$ cat config.mk
export PLATFORM = sky130hd
export DESIGN_NAME = hbridge_overcurrent_monitor_top
export DESIGN_NICKNAME = d
export VERILOG_FILES = /design/src/rtl/hom_pkg.sv /design/src/rtl/hom_cfg.sv /design/src/rtl/hom_eval.sv /design/src/rtl/hbridge_overcurrent_monitor_top.sv
export VERILOG_INCLUDE_DIRS = /design/src /design/src/rtl
export SDC_FILE = /design/constraint.sdc
export NUM_CORES = 1
export LEC_CHECK = 0
export BUFFER_PORTS_ARGS = -buffer_cell sky130_fd_sc_hd__buf_2
export CAP_MARGIN = 20
export CORE_MARGIN = 2
export CORE_UTILIZATION = 30
export DETAILED_ROUTE_END_ITERATION = 10
export HOLD_SLACK_MARGIN = 0.06
export PLACE_DENSITY = 0.57
export SKIP_LAST_GASP = 1
export SYNTH_ARGS = -nofsm -noshare
export SYNTH_HDL_FRONTEND = slang
export SYNTH_SLANG_ARGS = --single-unit
$ cat constraint.sdc
create_clock -name clk -period 2.65 [get_ports clk]
set_clock_uncertainty 0.1 [all_clocks]
set_input_delay 0 -clock clk [delete_from_list [all_inputs] [get_ports clk]]
set_output_delay 0 -clock clk [all_outputs]
set_load 0.01 [all_outputs]
$ cat src/rtl/assert_macros.svh
// Assertion macros used by the monitor RTL.
`ifndef ASSERT_MACROS_SVH
`define ASSERT_MACROS_SVH
`ifndef SYNTHESIS
// Check that a condition holds at every clock edge outside reset.
`define HOM_ASSERT(label, clk, rst, cond, msg) \
  label: assert property (@(posedge clk) disable iff (rst) (cond)) else $error(msg);
// Check that a consequent holds in the same cycle as its antecedent.
`define HOM_ASSERT_IMPLY(label, clk, rst, ante, cons, msg) \
  label: assert property (@(posedge clk) disable iff (rst) (ante) |-> (cons)) else $error(msg);
// Check that a consequent holds in the cycle after its antecedent.
`define HOM_ASSERT_NEXT(label, clk, rst, ante, cons, msg) \
  label: assert property (@(posedge clk) disable iff (rst) (ante) |=> (cons)) else $error(msg);
`else
`define HOM_ASSERT(label, clk, rst, cond, msg)
`define HOM_ASSERT_IMPLY(label, clk, rst, ante, cons, msg)
`define HOM_ASSERT_NEXT(label, clk, rst, ante, cons, msg)
`endif
`endif

$ cat src/rtl/hom_pkg.sv
// Types and constants shared by the bridge overcurrent monitor.
package hom_pkg;

  localparam int CUR_W      = 16;
  localparam int RETRY_W    = 8;
  localparam int CFG_IDX_W  = 3;
  localparam int CFG_DATA_W = 16;

  // Bridge state codes
  typedef enum logic [1:0] {
    MODE_OFF         = 2'd0,
    MODE_ON          = 2'd1,
    MODE_OVERCURRENT = 2'd2,
    MODE_SHUTDOWN    = 2'd3
  } mode_t;

  // Configuration register indexes
  localparam logic [CFG_IDX_W-1:0] CFG_OC_LIMIT    = 3'd0;
  localparam logic [CFG_IDX_W-1:0] CFG_SD_LIMIT    = 3'd1;
  localparam logic [CFG_IDX_W-1:0] CFG_ACK_LIMIT   = 3'd2;
  localparam logic [CFG_IDX_W-1:0] CFG_PROG_TRACK  = 3'd3;
  localparam logic [CFG_IDX_W-1:0] CFG_RETRY_LIMIT = 3'd4;
  localparam logic [CFG_IDX_W-1:0] CFG_THERMAL_ON  = 3'd5;

  // Configuration reset values
  localparam logic [CUR_W-1:0]   OC_LIMIT_RST    = 16'd250;
  localparam logic [CUR_W-1:0]   SD_LIMIT_RST    = 16'd500;
  localparam logic [CUR_W-1:0]   ACK_LIMIT_RST   = 16'd60;
  localparam logic               PROG_TRACK_RST  = 1'b0;
  localparam logic [RETRY_W-1:0] RETRY_LIMIT_RST = 8'd3;
  localparam logic               THERMAL_ON_RST  = 1'b1;

  localparam logic [RETRY_W-1:0] TRIP_MAX = '1;

  typedef struct packed {
    logic [CUR_W-1:0]   oc_limit;
    logic [CUR_W-1:0]   sd_limit;
    logic [CUR_W-1:0]   ack_limit;
    logic               prog_track;
    logic [RETRY_W-1:0] retry_limit;
    logic               thermal_on;
  } cfg_t;

  typedef struct packed {
    logic [CUR_W-1:0] current_ma;
    logic             bridge_enabled;
    logic             prog_enable;
    logic             thermal_pin;
  } req_t;

  typedef struct packed {
    logic       drive_off;
    logic [1:0] bridge_state;
    logic       service_short;
    logic       service_ack;
    logic       shutdown_report;
    logic       short_report;
    logic       thermal_report;
    logic       thermal_flag;
  } res_t;

endpackage

$ cat src/rtl/hom_cfg.sv
// Configuration register file of the bridge overcurrent monitor.
module hom_cfg (
  input  logic                          clk,
  input  logic                          rst,
  input  logic                          cfg_we,
  input  logic [hom_pkg::CFG_IDX_W-1:0]  cfg_index,
  input  logic [hom_pkg::CFG_DATA_W-1:0] cfg_data,
  output hom_pkg::cfg_t                 cfg
);
  import hom_pkg::*;

  // Decode the write index and load the addressed register
  always_ff @(posedge clk) begin
    if (rst) begin
      cfg.oc_limit    <= OC_LIMIT_RST;
      cfg.sd_limit    <= SD_LIMIT_RST;
      cfg.ack_limit   <= ACK_LIMIT_RST;
      cfg.prog_track  <= PROG_TRACK_RST;
      cfg.retry_limit <= RETRY_LIMIT_RST;
      cfg.thermal_on  <= THERMAL_ON_RST;
    end else if (cfg_we) begin
      unique case (cfg_index)
        CFG_OC_LIMIT:    cfg.oc_limit    <= cfg_data[CUR_W-1:0];
        CFG_SD_LIMIT:    cfg.sd_limit    <= cfg_data[CUR_W-1:0];
        CFG_ACK_LIMIT:   cfg.ack_limit   <= cfg_data[CUR_W-1:0];
        CFG_PROG_TRACK:  cfg.prog_track  <= cfg_data[0];
        CFG_RETRY_LIMIT: cfg.retry_limit <= cfg_data[RETRY_W-1:0];
        CFG_THERMAL_ON:  cfg.thermal_on  <= cfg_data[0];
        default: ;
      endcase
    end
  end

endmodule

$ cat src/rtl/hom_eval.sv
// Per-tick evaluation: limit compares, retry counter, bridge state and thermal edge.
`include "assert_macros.svh"
module hom_eval (
  input  logic          clk,
  input  logic          rst,
  input  logic          adv,
  input  hom_pkg::req_t req,
  input  hom_pkg::cfg_t cfg,
  output hom_pkg::res_t res
);
  import hom_pkg::*;

  mode_t              mode;
  mode_t              mode_next;
  logic [RETRY_W-1:0] trip_count;
  logic [RETRY_W-1:0] trip_count_next;
  logic               thermal;
  logic               thermal_next;
  logic               ge_sd;
  logic               ge_oc;
  logic               ge_ack;
  logic               svc_on;
  logic               trip;

  assign ge_sd  = req.current_ma >= cfg.sd_limit;
  assign ge_oc  = req.current_ma >= cfg.oc_limit;
  assign ge_ack = req.current_ma >= cfg.ack_limit;
  assign svc_on = cfg.prog_track & req.prog_enable;
  assign trip   = trip_count >= cfg.retry_limit;

  // Work out next state and this tick's result
  always_comb begin
    mode_next       = mode;
    trip_count_next = trip_count;
    thermal_next    = thermal;
    res             = '0;

    res.service_short = svc_on & ge_oc;
    res.service_ack   = svc_on & ~ge_oc & ge_ack;

    // Shutdown wins over the overcurrent test whatever the limit order
    if (ge_sd) begin
      res.drive_off = 1'b1;
      mode_next     = MODE_SHUTDOWN;
    end else if (ge_oc) begin
      if (trip_count != TRIP_MAX) begin
        trip_count_next = RETRY_W'(trip_count + 1'b1);
      end
      if (trip) begin
        res.drive_off = 1'b1;
        mode_next     = MODE_OVERCURRENT;
      end
    end else if (req.bridge_enabled) begin
      trip_count_next = '0;
      mode_next       = MODE_ON;
    end else begin
      mode_next = MODE_OFF;
    end

    // Report state changes, shutdown taking precedence
    if (mode_next != mode) begin
      if (mode == MODE_SHUTDOWN || mode_next == MODE_SHUTDOWN) begin
        res.shutdown_report = 1'b1;
      end else if (mode == MODE_OVERCURRENT || mode_next == MODE_OVERCURRENT) begin
        res.short_report = 1'b1;
      end
    end

    // Track the thermal pin only while the monitor is on
    if (cfg.thermal_on) begin
      res.thermal_report = req.thermal_pin ^ thermal;
      thermal_next       = req.thermal_pin;
    end

    res.bridge_state = mode_next;
    res.thermal_flag = thermal_next;
  end

  // Advance the state once per request moved to the result register
  always_ff @(posedge clk) begin
    if (rst) begin
      mode       <= MODE_OFF;
      trip_count <= '0;
      thermal    <= 1'b0;
    end else if (adv) begin
      mode       <= mode_next;
      trip_count <= trip_count_next;
      thermal    <= thermal_next;
    end
  end

  `HOM_ASSERT_IMPLY(a_drive_off_mode, clk, rst, adv && res.drive_off, mode_next == MODE_OVERCURRENT || mode_next == MODE_SHUTDOWN, "drive off without a fault state")
  `HOM_ASSERT_IMPLY(a_svc_needs_prog, clk, rst, res.service_short || res.service_ack, cfg.prog_track && req.prog_enable && !(res.service_short && res.service_ack), "service report outside programming mode")
  `HOM_ASSERT_NEXT(a_hold_state, clk, rst, !adv, $stable(mode) && $stable(trip_count) && $stable(thermal), "state moved without a request")
  `HOM_ASSERT(a_one_report, clk, rst, !(res.shutdown_report && res.short_report), "both state reports raised")

endmodule

$ cat src/rtl/hbridge_overcurrent_monitor_top.sv
// Top level of the bridge overcurrent monitor: request and result registers.
//
//  channel  | handshake            | payload
//  request  | req_valid, req_stall | current_ma, bridge_enabled, prog_enable, thermal_pin
//  result   | res_valid, res_stall | drive_off, bridge_state, service_*, *_report, thermal_flag
//  config   | cfg_we               | cfg_index, cfg_data
//
// One request per cycle is taken while req_stall is low; a request passes through the request
// register, then the compare and counter logic, into the result register.
// Synchronous reset clears the bridge state, retry counter and thermal flag and reloads the config.
// A stalled result holds; the request register then fills and req_stall rises.
module hbridge_overcurrent_monitor_top (
  input  logic                           clk,
  input  logic                           rst,
  input  logic                           req_valid,
  output logic                           req_stall,
  input  logic [hom_pkg::CUR_W-1:0]      current_ma,
  input  logic                           bridge_enabled,
  input  logic                           prog_enable,
  input  logic                           thermal_pin,
  output logic                           res_valid,
  input  logic                           res_stall,
  output logic                           drive_off,
  output logic [1:0]                     bridge_state,
  output logic                           service_short,
  output logic                           service_ack,
  output logic                           shutdown_report,
  output logic                           short_report,
  output logic                           thermal_report,
  output logic                           thermal_flag,
  input  logic                           cfg_we,
  input  logic [hom_pkg::CFG_IDX_W-1:0]  cfg_index,
  input  logic [hom_pkg::CFG_DATA_W-1:0] cfg_data
);
  import hom_pkg::*;

  cfg_t cfg;
  req_t req_q;
  logic req_full;
  res_t res;
  res_t res_q;
  logic adv;

  hom_cfg u_cfg (
    .clk       (clk),
    .rst       (rst),
    .cfg_we    (cfg_we),
    .cfg_index (cfg_index),
    .cfg_data  (cfg_data),
    .cfg       (cfg)
  );

  hom_eval u_eval (
    .clk (clk),
    .rst (rst),
    .adv (adv),
    .req (req_q),
    .cfg (cfg),
    .res (res)
  );

  // Move the held request on whenever the result register can take it
  assign adv       = req_full & (~res_valid | ~res_stall);
  assign req_stall = req_full & ~adv;

  // Request register
  always_ff @(posedge clk) begin
    if (rst) begin
      req_full <= 1'b0;
    end else if (req_valid && !req_stall) begin
      req_full <= 1'b1;
    end else if (adv) begin
      req_full <= 1'b0;
    end
  end

  always_ff @(posedge clk) begin
    if (req_valid && !req_stall) begin
      req_q <= '{current_ma:     current_ma,
                 bridge_enabled: bridge_enabled,
                 prog_enable:    prog_enable,
                 thermal_pin:    thermal_pin};
    end
  end

  // Result register
  always_ff @(posedge clk) begin
    if (rst) begin
      res_valid <= 1'b0;
    end else if (adv) begin
      res_valid <= 1'b1;
    end else if (!res_stall) begin
      res_valid <= 1'b0;
    end
  end

  always_ff @(posedge clk) begin
    if (adv) begin
      res_q <= res;
    end
  end

  assign drive_off       = res_q.drive_off;
  assign bridge_state    = res_q.bridge_state;
  assign service_short   = res_q.service_short;
  assign service_ack     = res_q.service_ack;
  assign shutdown_report = res_q.shutdown_report;
  assign short_report    = res_q.short_report;
  assign thermal_report  = res_q.thermal_report;
  assign thermal_flag    = res_q.thermal_flag;

endmodule

==> flow_summary.yaml, run 1 <==
logic_synthesis:
  syn-num-nets: 650
  avgSynthCellArea_um2: 9.00
  seq_area_frac_synth: 0.457
  synth_edf_count: 28
  ys.flop_type: "dfxtp_1"
  yosysUniqueCellTypes: 43
  yosys_warnings: 0
  syn_area_mm2: 0.00495
  synth_cells: 550
  ys_ff_latch: 99
  async_reset_ff_frac: 0
worst_hold_path:
  holdCritStartpoint: "current_ma[8]"
  hold_end: "req_q[11]"
  hp-class: "input pin to flop"
  hold_path_depth: 2
pwr:
  p_sw_uw: 872
  p_seq_frac: 0.458
  swShare: 0.243
  cellLeakagePower_uw: 0.00272
  ir_drop_uv: 354
  pwr-share-clk: 0.423
  power.density_mw_per_mm2: 544
  comb_power_share: 0.119
  internal_power_uw: 2710
final_layout:
  drive_gt1_frac: 0.196
  diodes: 0
  multi_input_area_mm2: 0.00256
  nFillCells: 1625
  nNetsFinal: 768
  finalCoreUtilization: 0.412
  area_growth_pct: 33.1
  regArea_mm2: 0.00226
timing:
  maxSlewHeadroom: 0.354
  drv_slew: 0
  fmax_ghz: 0.377
  setup-violations-final: 0
  max_slew.worst_pin.slew_ns: 0.961
  finalHoldViolCount: 0
  rsz0062_at_grt: "true"
  layout_min_cycle_time_ns: 2.65
  fin_ws_ns: 0.000675
  fin_crit_sh: 1.00
global_route:
  grt.overflow.total: 0
  antenna_found_initial: 0
  grt_max_degree: 47
  grt_usage: 0.151
  grt_pass1_wl_um: 21000
  grt_pass1_vias: 4311
worst_setup_path:
  startpoint_type: "flop"
  worstReg2RegStart: "req_q[18]"
  r2r_setup_slack_ns: 0.0007
  crit_fanout: 3
  reg2reg_depth: 8
  cp.required_ns: 2.85
  worstSetupPathType: "flop to flop"
  arrival_ns: 2.85
  rr_endpoint: "u_eval.trip_count[4]"
  crit_path_end_kind: "flop"
  startpoint: "req_q[18]"
cts:
  cts_buffers: 9
  clock_tree.root_cell: "clkbuf_16"
  clock_path_buffers: 2
  cts.sinks: 99
  cts_tree: "built"
  htree_levels: 3
  clkLatencyLatePin_ns: 0.36
  path_clk_slew_ns: 0.07
routing:
  route.vias.total: 4229
  drc: 0
  first_iter_violations: 191
  drt_wl_total_um: 12800
  detail_route.wl_per_cell_um: 14.4
  first_pass_iters: 4
  ant_nets: 0
  drt-vias-per-instance: 4.76
floorplanning:
  core_mm2: 0.0160
  chipHeight_um: 132
  die_area_mm2: 0.0176
  initial_core_util: 0.310
  ios: 54
  die_x_um: 132
  std_cell_rows: 46
job:
  max-cap-violations: 0
place:
  place_ws_ns: -0.0936
  place.gp.congestion: 0.840
  port_buffers: 53
  hpwlAfterDp_um: 9110
outcome:
  outcome: "complete, no violations"
==> how the worst max path moves through the flow <==
stage / cells past startpoint / end
finish: 8 / u_eval.trip_count[4]
global route: 9 / u_eval.trip_count[4]
CTS: 9 / u_eval.trip_count[6]
detailed placement: 8 / u_eval.trip_count[6]
global placement: 8 / u_eval.trip_count[4]
floorplan: 8 / u_eval.trip_count[4]
==> routing by layer <==
metal  global-route usage  share of wire  routed length (µm)  vias to the layer above
met5                    0              0                   0                        -
met4               0.0376          0.015                 194                        0
met3               0.0429          0.050                 642                       16
met2                0.260           0.48                6160                       93
met1                0.185           0.45                5760                     1980
li1                     -              -                   -                     2140
==> layout make-up <==
| type | count | area share |
|---|---|---|
| sequential | 99 | 0.343 |
| clock inverter | 6 | 0.0140 |
| multi-input combinational | 372 | 0.388 |
| timing repair buffer | 128 | 0.142 |
| clock buffer | 10 | 0.0380 |
| inverter | 58 | 0.0330 |
| tap | 216 | 0.0410 |
==> logic make-up (layout without fill, tap and decap cells) <==
group           Yosys count  in the layout  synth area share
mux                       4              4           0.00834
compound gates          130            130             0.161
fa+ha+maj                57             57             0.144
xor+xnor                  1              1           0.00177
flops                    99             99             0.457
buf+inv                  79            202            0.0619
simple gates            180            180             0.166
==> critical path, stage by stage, from the launching register on <==
cell      delay, ns
edfxtp_1       0.44
ha_4           0.31
nand4_4        0.12
nor3_4         0.16
or4b_4         0.49
and4_4         0.22
a31o_4         0.22
or4_4          0.47
nand2_2        0.06
==> state kept, by name, indices dropped and copies added, names as in the netlist, 2 cells and up <==
register           cells
u_cfg.cfg             58
req_q                 19
u_eval.trip_count      8
bridge_state           2
u_eval.mode            2
==> cells in the final DEF (no fill, tap or decap), types with 14 or more instances in the layout <==
| cell type | count |
|---|---|
| a21oi_1 | 59 |
| buf_2 | 54 |
| buf_4 | 30 |
| dfxtp_1 | 71 |
| dlygate4sd3_1 | 43 |
| edfxtp_1 | 28 |
| ha_1 | 51 |
| inv_1 | 58 |
| nand2_1 | 111 |
| o211ai_1 | 21 |
| o21ai_0 | 14 |
==> through the flow <==
stage	total power, µW	instances	hold WS, ns	cell area, µm²	TNS, ns
after floorplan	1870	550	-0.00113	4980	0
after global placement	2010	825	0.0765	5640	-0.131
after detailed placement	2020	825	0.0785	5640	-0.223
after CTS	3600	887	0.233	6470	-0.296
after global routing	3750	889	0.244	6590	-0.575
final	3580	889	0.245	6590	0
==> timing repair <==
action,4_1_cts,5_1_grt
gates cloned,0,1
hold buffers,43,0
hold endpoints to repair,82,0
gates resized for setup,4,22
endpoints found under the setup margin,6,13
pin swaps,9,18
setup buffers,3,1
==> synth_stat cells, types with 2 or more instances <==
| master | number | area [µm²] |
|---|---|---|
| nor3_1 | 3 | 15.0 |
| o31ai_1 | 2 | 15.0 |
| o211ai_1 | 21 | 158 |
| nor2_1 | 11 | 41.3 |
| or4_1 | 2 | 15.0 |
| o21a_1 | 6 | 45.0 |
| a211oi_1 | 2 | 15.0 |
| nand2b_1 | 5 | 31.3 |
| o21ai_0 | 16 | 80.1 |
| nand3_1 | 14 | 70.1 |
| ha_1 | 57 | 713 |
| a21oi_1 | 60 | 300 |
| and3_2 | 2 | 15.0 |
| nor2b_1 | 4 | 25.0 |
| a31oi_1 | 5 | 31.3 |
| dfxtp_1 | 71 | 1420 |
| clkbuf_1 | 20 | 75.1 |
| edfxtp_1 | 28 | 841 |
| nand2_1 | 114 | 428 |
| and3_1 | 4 | 25.0 |
| a21o_1 | 10 | 75.1 |
| or3_1 | 6 | 37.5 |
| nand4_1 | 5 | 31.3 |
| mux2i_1 | 3 | 30.0 |
| a221oi_1 | 2 | 17.5 |
| and2_1 | 3 | 18.8 |
| inv_1 | 58 | 218 |
==> power by group through the flow <==
stage	clock [µW]	combinational (µW)	sequential, µW
after floorplan	0	199	1670
after global routing	1620	477	1650
after detailed placement	0	348	1680
after CTS	1550	409	1640
final	1510	426	1640
after global placement	0	337	1670
(Power assumes the default switching activity.)
==> run 2, diff against run 1 <==
--- a/config.mk
+++ b/config.mk
@@ -9,10 +9,11 @@
 export BUFFER_PORTS_ARGS = -buffer_cell sky130_fd_sc_hd__buf_2
 export CAP_MARGIN = 20
 export CORE_MARGIN = 2
-export CORE_UTILIZATION = 30
+export CORE_UTILIZATION = 53
 export DETAILED_ROUTE_END_ITERATION = 10
 export HOLD_SLACK_MARGIN = 0.06
-export PLACE_DENSITY = 0.57
+export MAX_ROUTING_LAYER = met4
+export PLACE_DENSITY = 0.85
 export SKIP_LAST_GASP = 1
 export SYNTH_ARGS = -nofsm -noshare
 export SYNTH_HDL_FRONTEND = slang
==> run 2 against run 1 <==
- the run now ends with setup timing left
- fmax fell by 4.1%
- power fell by 16%
- final cell count fell by 12%
- critical path depth rose by 2
- sequential cell count did not move
- combinational power fell by 4%
- global-route usage rose by 11 points
- clock power fell by 37%
- routed wire length fell by 2.7%
- utilization rose by 26 points
- non-clock buffer count fell by 6
- worst setup slack got worse by 0.11 ns
- critical path type unchanged
- highest routed layer unchanged
==> flow_summary.yaml, run 2 (synthesis gave the netlist of run 1 again) <==
timing:
  drv_slew: 0
  fin_ws_ns: -0.114
  layout_min_cycle_time_ns: 2.76
  fin_crit_sh: 1.04
  timing.hold.ws_ns: 0.215
  maxSlewHeadroom: 0.359
  max_slew.worst_pin.slew_ns: 0.955
  rsz0062_at_grt: "true"
  fmax_ghz: 0.362
  setup-violations-final: 8
  finalHoldViolCount: 0
pwr:
  cellLeakagePower_uw: 0.00260
  power.density_mw_per_mm2: 488
  ir_drop_uv: 359
cts:
  cts.sinks: 99
  cts_tree: "built"
  htree_levels: 3
  clock_path_buffers: 2
  clock_tree.root_cell: "clkbuf_8"
  path_clk_slew_ns: 0.10
  clkLatencyLatePin_ns: 0.38
  cts_buffers: 9
final_layout:
  largest_registers: "u_cfg.cfg x58, req_q x19, u_eval.trip_count x8"
  finalCoreUtilization: 0.673
  fin_cells: 778
  nNetsFinal: 762
  area_growth_pct: 24.4
  layout_common_cells: "nand2_1 (113), dfxtp_1 (71), inv_1 (58), a21oi_1 (58), ha_1 (54)"
  drive_gt1_frac: 0.168
  multi_input_area_mm2: 0.00246
  largest_reg_flops: 58
  nFillCells: 677
  regArea_mm2: 0.00226
  final_common_cell: "nand2_1"
  diodes: 0
  top_register: "u_cfg.cfg"
global_route:
  grt_pass1_vias: 4363
  grt_max_degree: 32
  grt_pass1_wl_um: 20000
  grt.overflow.total: 0
  antenna_found_initial: 0
  grt_usage: 0.260
place:
  place.gp.congestion: 0.947
  port_buffers: 53
  place_inst: 718
  hpwlAfterDp_um: 8620
worst_setup_path:
  startpoint_type: "flop"
  worstSetupPathType: "flop to flop"
  cp.required_ns: 2.87
  critPathBufInv: 2
  max_stage_delay_ns: 0.48
  cp_slowest_cell: "or4_1"
  cpMostUsedCell: "buf_4"
  crit_path_end_kind: "flop"
  critPathTopFamily: "compound AO/OA/AOI/OAI gates"
  arrival_ns: 2.98
  worstPathCellList: "buf_4 > ha_1 > a21o_1 > a221oi_1 > o21ai_0 > a21oi_2 > o211ai_1 > buf_4 > or4_1 > nand2_1"
  crit_fanout: 11
routing:
  drt_wl_total_um: 12400
  first_pass_iters: 5
  drt-vias-per-instance: 5.67
  detail_route.wl_per_cell_um: 16.0
  route.vias.total: 4408
  drc: 0
  ant_nets: 0
  first_iter_violations: 234
floorplanning:
  initial_core_util: 0.541
  chipHeight_um: 101
  die_area_mm2: 0.0101
  die_x_um: 101
  std_cell_rows: 35
  core_mm2: 0.00915
  ios: 54
outcome:
  outcome: "finished with violations"
  violations: "setup timing"
job:
  max-cap-violations: 0
worst_hold_path:
  hp-class: "input pin to flop"
==> run 2: cell count changes in the layout (fill, tap and decap cells not counted), sizes merged <==
cell and change:
clkbuf +2, bufinv -2, buf -6
==> run 2: path summary, 6_finish.rpt <==
path	startpoint	endpoint	slack (ns)	cells after the start
worst max-delay path	req_q[12]	u_eval.trip_count[6]	-0.11	10
worst min-delay path	current_ma[8]	req_q[11]	0.22	2
worst max register to register	req_q[12]	u_eval.trip_count[6]	-0.11	10
worst min register to register	u_cfg.cfg[20]	u_cfg.cfg[20]	0.36	2
==> run 2: where the power goes <==
part | internal (µW) | total (µW) | switching (µW) | leakage [µW]
logic | 195 | 411 | 216 | 0.00166
clock network | 409 | 951 | 542 | 0.0000942
registers | 1610 | 1640 | 31.4 | 0.000845
total | 2210 | 3000 | 790 | 0.00260
==> run 2: area by class of cell <==
class	count	area share
clock buffers	12	0.0254
clock inverters	4	0.00548
inverters	58	0.0353
multi-input cells	372	0.399
flip-flops and latches	99	0.367
well taps	111	0.0225
repair buffers	122	0.145
==> run 2: what timing repair did <==
action	4_1_cts	5_1_grt
pin swaps	8	1
setup buffers	1	0
setup endpoints to repair	9	11
hold buffers	43	0
resized for setup	3	5
hold endpoints to repair	80	0
==> run 2: metrics by stage <==
step,area [µm²],setup TNS [ns],worst slack [ns],power (µW)
6_report,6160,-0.394,-0.114,3000
5_1_grt,6160,-1.57,-0.218,3120
4_1_cts,6130,-0.304,-0.105,2990
3_5_place_dp,5490,-0.221,-0.118,2020
3_3_place_gp,5490,-0.0933,-0.0472,1990
2_1_floorplan,4980,0,0.0624,1870
==> run 2: metal layers <==
metal / up-vias / global-route usage / routed length, µm
met2: 165 / 0.441 / 6210
met1: 2072 / 0.300 / 5130
met4: 0 / 0.120 / 413
li1: 2129 / - / -
met3: 42 / 0.0465 / 656
met5: - / - / 0
==> run 2: worst register-to-register path, delay by kind of cell (launching register included) <==
kind                     cells  cell delay [ns]
AO/OA/AOI/OAI                5             0.98
AND/OR/NAND/NOR              2             0.56
flip-flops                   1             0.42
buffers and inverters        2             0.34
adder cells (fa/ha/maj)      1             0.30
==> run 3, diff against run 2 <==
--- a/config.mk
+++ b/config.mk
@@ -9,11 +9,12 @@
 export BUFFER_PORTS_ARGS = -buffer_cell sky130_fd_sc_hd__buf_2
 export CAP_MARGIN = 20
 export CORE_MARGIN = 2
-export CORE_UTILIZATION = 53
+export CORE_UTILIZATION = 55
 export DETAILED_ROUTE_END_ITERATION = 10
+export GPL_TIMING_DRIVEN = 1
 export HOLD_SLACK_MARGIN = 0.06
 export MAX_ROUTING_LAYER = met4
-export PLACE_DENSITY = 0.85
+export PLACE_DENSITY = 0.84
 export SKIP_LAST_GASP = 1
 export SYNTH_ARGS = -nofsm -noshare
 export SYNTH_HDL_FRONTEND = slang
==> constraint.sdc (replaced) <==
create_clock -name clk -period 3.33 [get_ports clk]
set_clock_uncertainty 0.1 [all_clocks]
set_input_delay 0 -clock clk [delete_from_list [all_inputs] [get_ports clk]]
set_output_delay 0 -clock clk [all_outputs]
set_load 0.01 [all_outputs]
==> run 3 against run 2 <==
- the run now ends clean
- global-route usage about the same
- final area shrank 3.1%
- critical path type unchanged
- hold slack worse by 0.077 ns
==> flow_summary.yaml, run 3 (synthesis gave the netlist of run 1 again) <==
worst_hold_path:
  hp-class: "input pin to flop"
  holdCritStartpoint: "rst"
  hold_end: "res_valid"
  hold_path_depth: 2
cts:
  path_clk_slew_ns: 0.10
  cts.sinks: 99
  clkLatencyLatePin_ns: 0.38
  cts_tree: "built"
  clock_path_buffers: 2
  cts-hold-fix-buffers: 45
  clock_tree.root_cell: "clkbuf_8"
  postCtsResizedCells: 0
  cts_buffers: 9
  htree_levels: 3
  post_cts_buffers: 0
timing:
  rsz0062_at_grt: "false"
  max_slew.worst_pin.slew_ns: 1.03
  drv_slew: 0
  fmax_ghz: 0.347
  layout_min_cycle_time_ns: 2.88
  finalHoldViolCount: 0
  maxSlewHeadroom: 0.313
  fin_ws_ns: 0.446
  setup-violations-final: 0
  tns_ns: 0
  fin_crit_sh: 0.866
worst_setup_path:
  rr_endpoint: "u_eval.trip_count[6]"
  critPathBufInv: 0
  r2r_setup_slack_ns: 0.45
  crit_path_end_kind: "flop"
  cp_slowest_cell: "or4b_1"
  worstSetupPathType: "flop to flop"
  cp.required_ns: 3.55
  worstReg2RegStart: "req_q[18]"
  critPathTopFamily: "simple AND/OR/NAND/NOR gates"
  crit_fanout: 5
  arrival_ns: 3.10
  max_stage_delay_ns: 0.51
  worstPathCellList: "ha_1 > nand4_2 > nor3_2 > or4b_1 > and4_4 > a31o_4 > or4_1 > nand2_1"
  startpoint_type: "flop"
  reg2reg_depth: 8
place:
  place.gp.congestion: 0.896
  place_ws_ns: 0.480
  port_buffers: 53
  hpwlAfterDp_um: 8130
floorplanning:
  die_x_um: 98.9
  initial_core_util: 0.568
  chipHeight_um: 98.9
  die_area_mm2: 0.00978
  core_mm2: 0.00872
  std_cell_rows: 34
  ios: 54
pwr:
  ir_drop_uv: 263
  p_seq_frac: 0.541
  comb_power_share: 0.122
  pwr-share-clk: 0.337
  swShare: 0.261
  power.density_mw_per_mm2: 406
  p_sw_uw: 631
  internal_power_uw: 1790
  power_uw: 2420
  cellLeakagePower_uw: 0.00250
global_route:
  grt_pass1_wl_um: 19900
  antenna_found_initial: 0
  grt_max_degree: 48
  grt_usage: 0.260
  grt_pass1_vias: 4275
  grt.overflow.total: 0
routing:
  drt_wl_total_um: 11800
  first_iter_violations: 279
  detail_route.wl_per_cell_um: 15.7
  ant_nets: 0
  drt-vias-per-instance: 5.61
  drc: 0
  route.vias.total: 4239
  first_pass_iters: 5
final_layout:
  nFillCells: 647
  nNetsFinal: 743
  area_growth_pct: 20.5
  diodes: 0
  drive_gt1_frac: 0.128
  largest_registers: "u_cfg.cfg x58, req_q x19, u_eval.trip_count x8"
  layout_common_cells: "nand2_1 (114), dfxtp_1 (71), a21oi_1 (60)"
  largest_reg_flops: 58
  top_register: "u_cfg.cfg"
  finalCoreUtilization: 0.685
  final_common_cell: "nand2_1"
job:
  max-cap-violations: 0
outcome:
  outcome: "complete, no violations"
## run 3: cell count changes in the layout (fill, tap and decap cells not counted), moves of 2 or more
cell / change
dlygate4sd3_1: +2
a21oi_1: +2
a21oi_2: -2
ha_4: -3
inv_6: +3
buf_4: -21
ha_1: +3
## run 3: power by group through the flow
stage	clock [µW]	combinational, µW	sequential [µW]
after floorplan	0	156	1330
after global placement	0	236	1330
after detailed placement	0	249	1340
after CTS	816	293	1310
after global routing	870	331	1310
final	816	296	1310
## run 3: through the flow
stage / area [µm²] / cells / hold slack [ns]
4_1_cts: 5970 / 756 / 0.139
5_1_grt: 5970 / 756 / 0.214
6_report: 5970 / 756 / 0.138
3_3_place_gp: 5310 / 695 / 0.0760
3_5_place_dp: 5310 / 695 / 0.0781
2_1_floorplan: 4950 / 550 / -0.00113
## run 3: worst max path at each step
| stage | from | endpoint | slack, ns | depth (start not counted) |
|---|---|---|---|---|
| 4_1_cts | req_q[18] | u_eval.trip_count[6] | 0.46 | 8 |
| 2_1_floorplan | req_q[18] | u_eval.trip_count[4] | 0.66 | 8 |
| 3_5_place_dp | req_q[18] | u_eval.trip_count[6] | 0.48 | 8 |
| 6_report | req_q[18] | u_eval.trip_count[6] | 0.45 | 8 |
| 5_1_grt | req_q[18] | u_eval.trip_count[4] | 0.34 | 8 |
| 3_3_place_gp | req_q[18] | u_eval.trip_count[4] | 0.55 | 8 |
## run 3: layer usage
layer  routed length (µm)  global-route usage  vias to the layer above  share of wire
met2                 5960               0.448                      152           0.50
met5                    0                   -                        -              0
met3                  783              0.0539                       31          0.066
met1                 4780               0.302                     1963           0.40
met4                  309              0.0885                        0          0.026
li1                     -                   -                     2093              -
## run 3: cell type report
cell class,instances,area (µm²),share of cell area
clock buffers,12,178,0.0298
inverters,58,218,0.0365
clock inverters,4,32.5,0.00545
flip-flops and latches,99,2260,0.379
multi-input cells,372,2390,0.401
well taps,108,135,0.0226
repair buffers,103,753,0.126
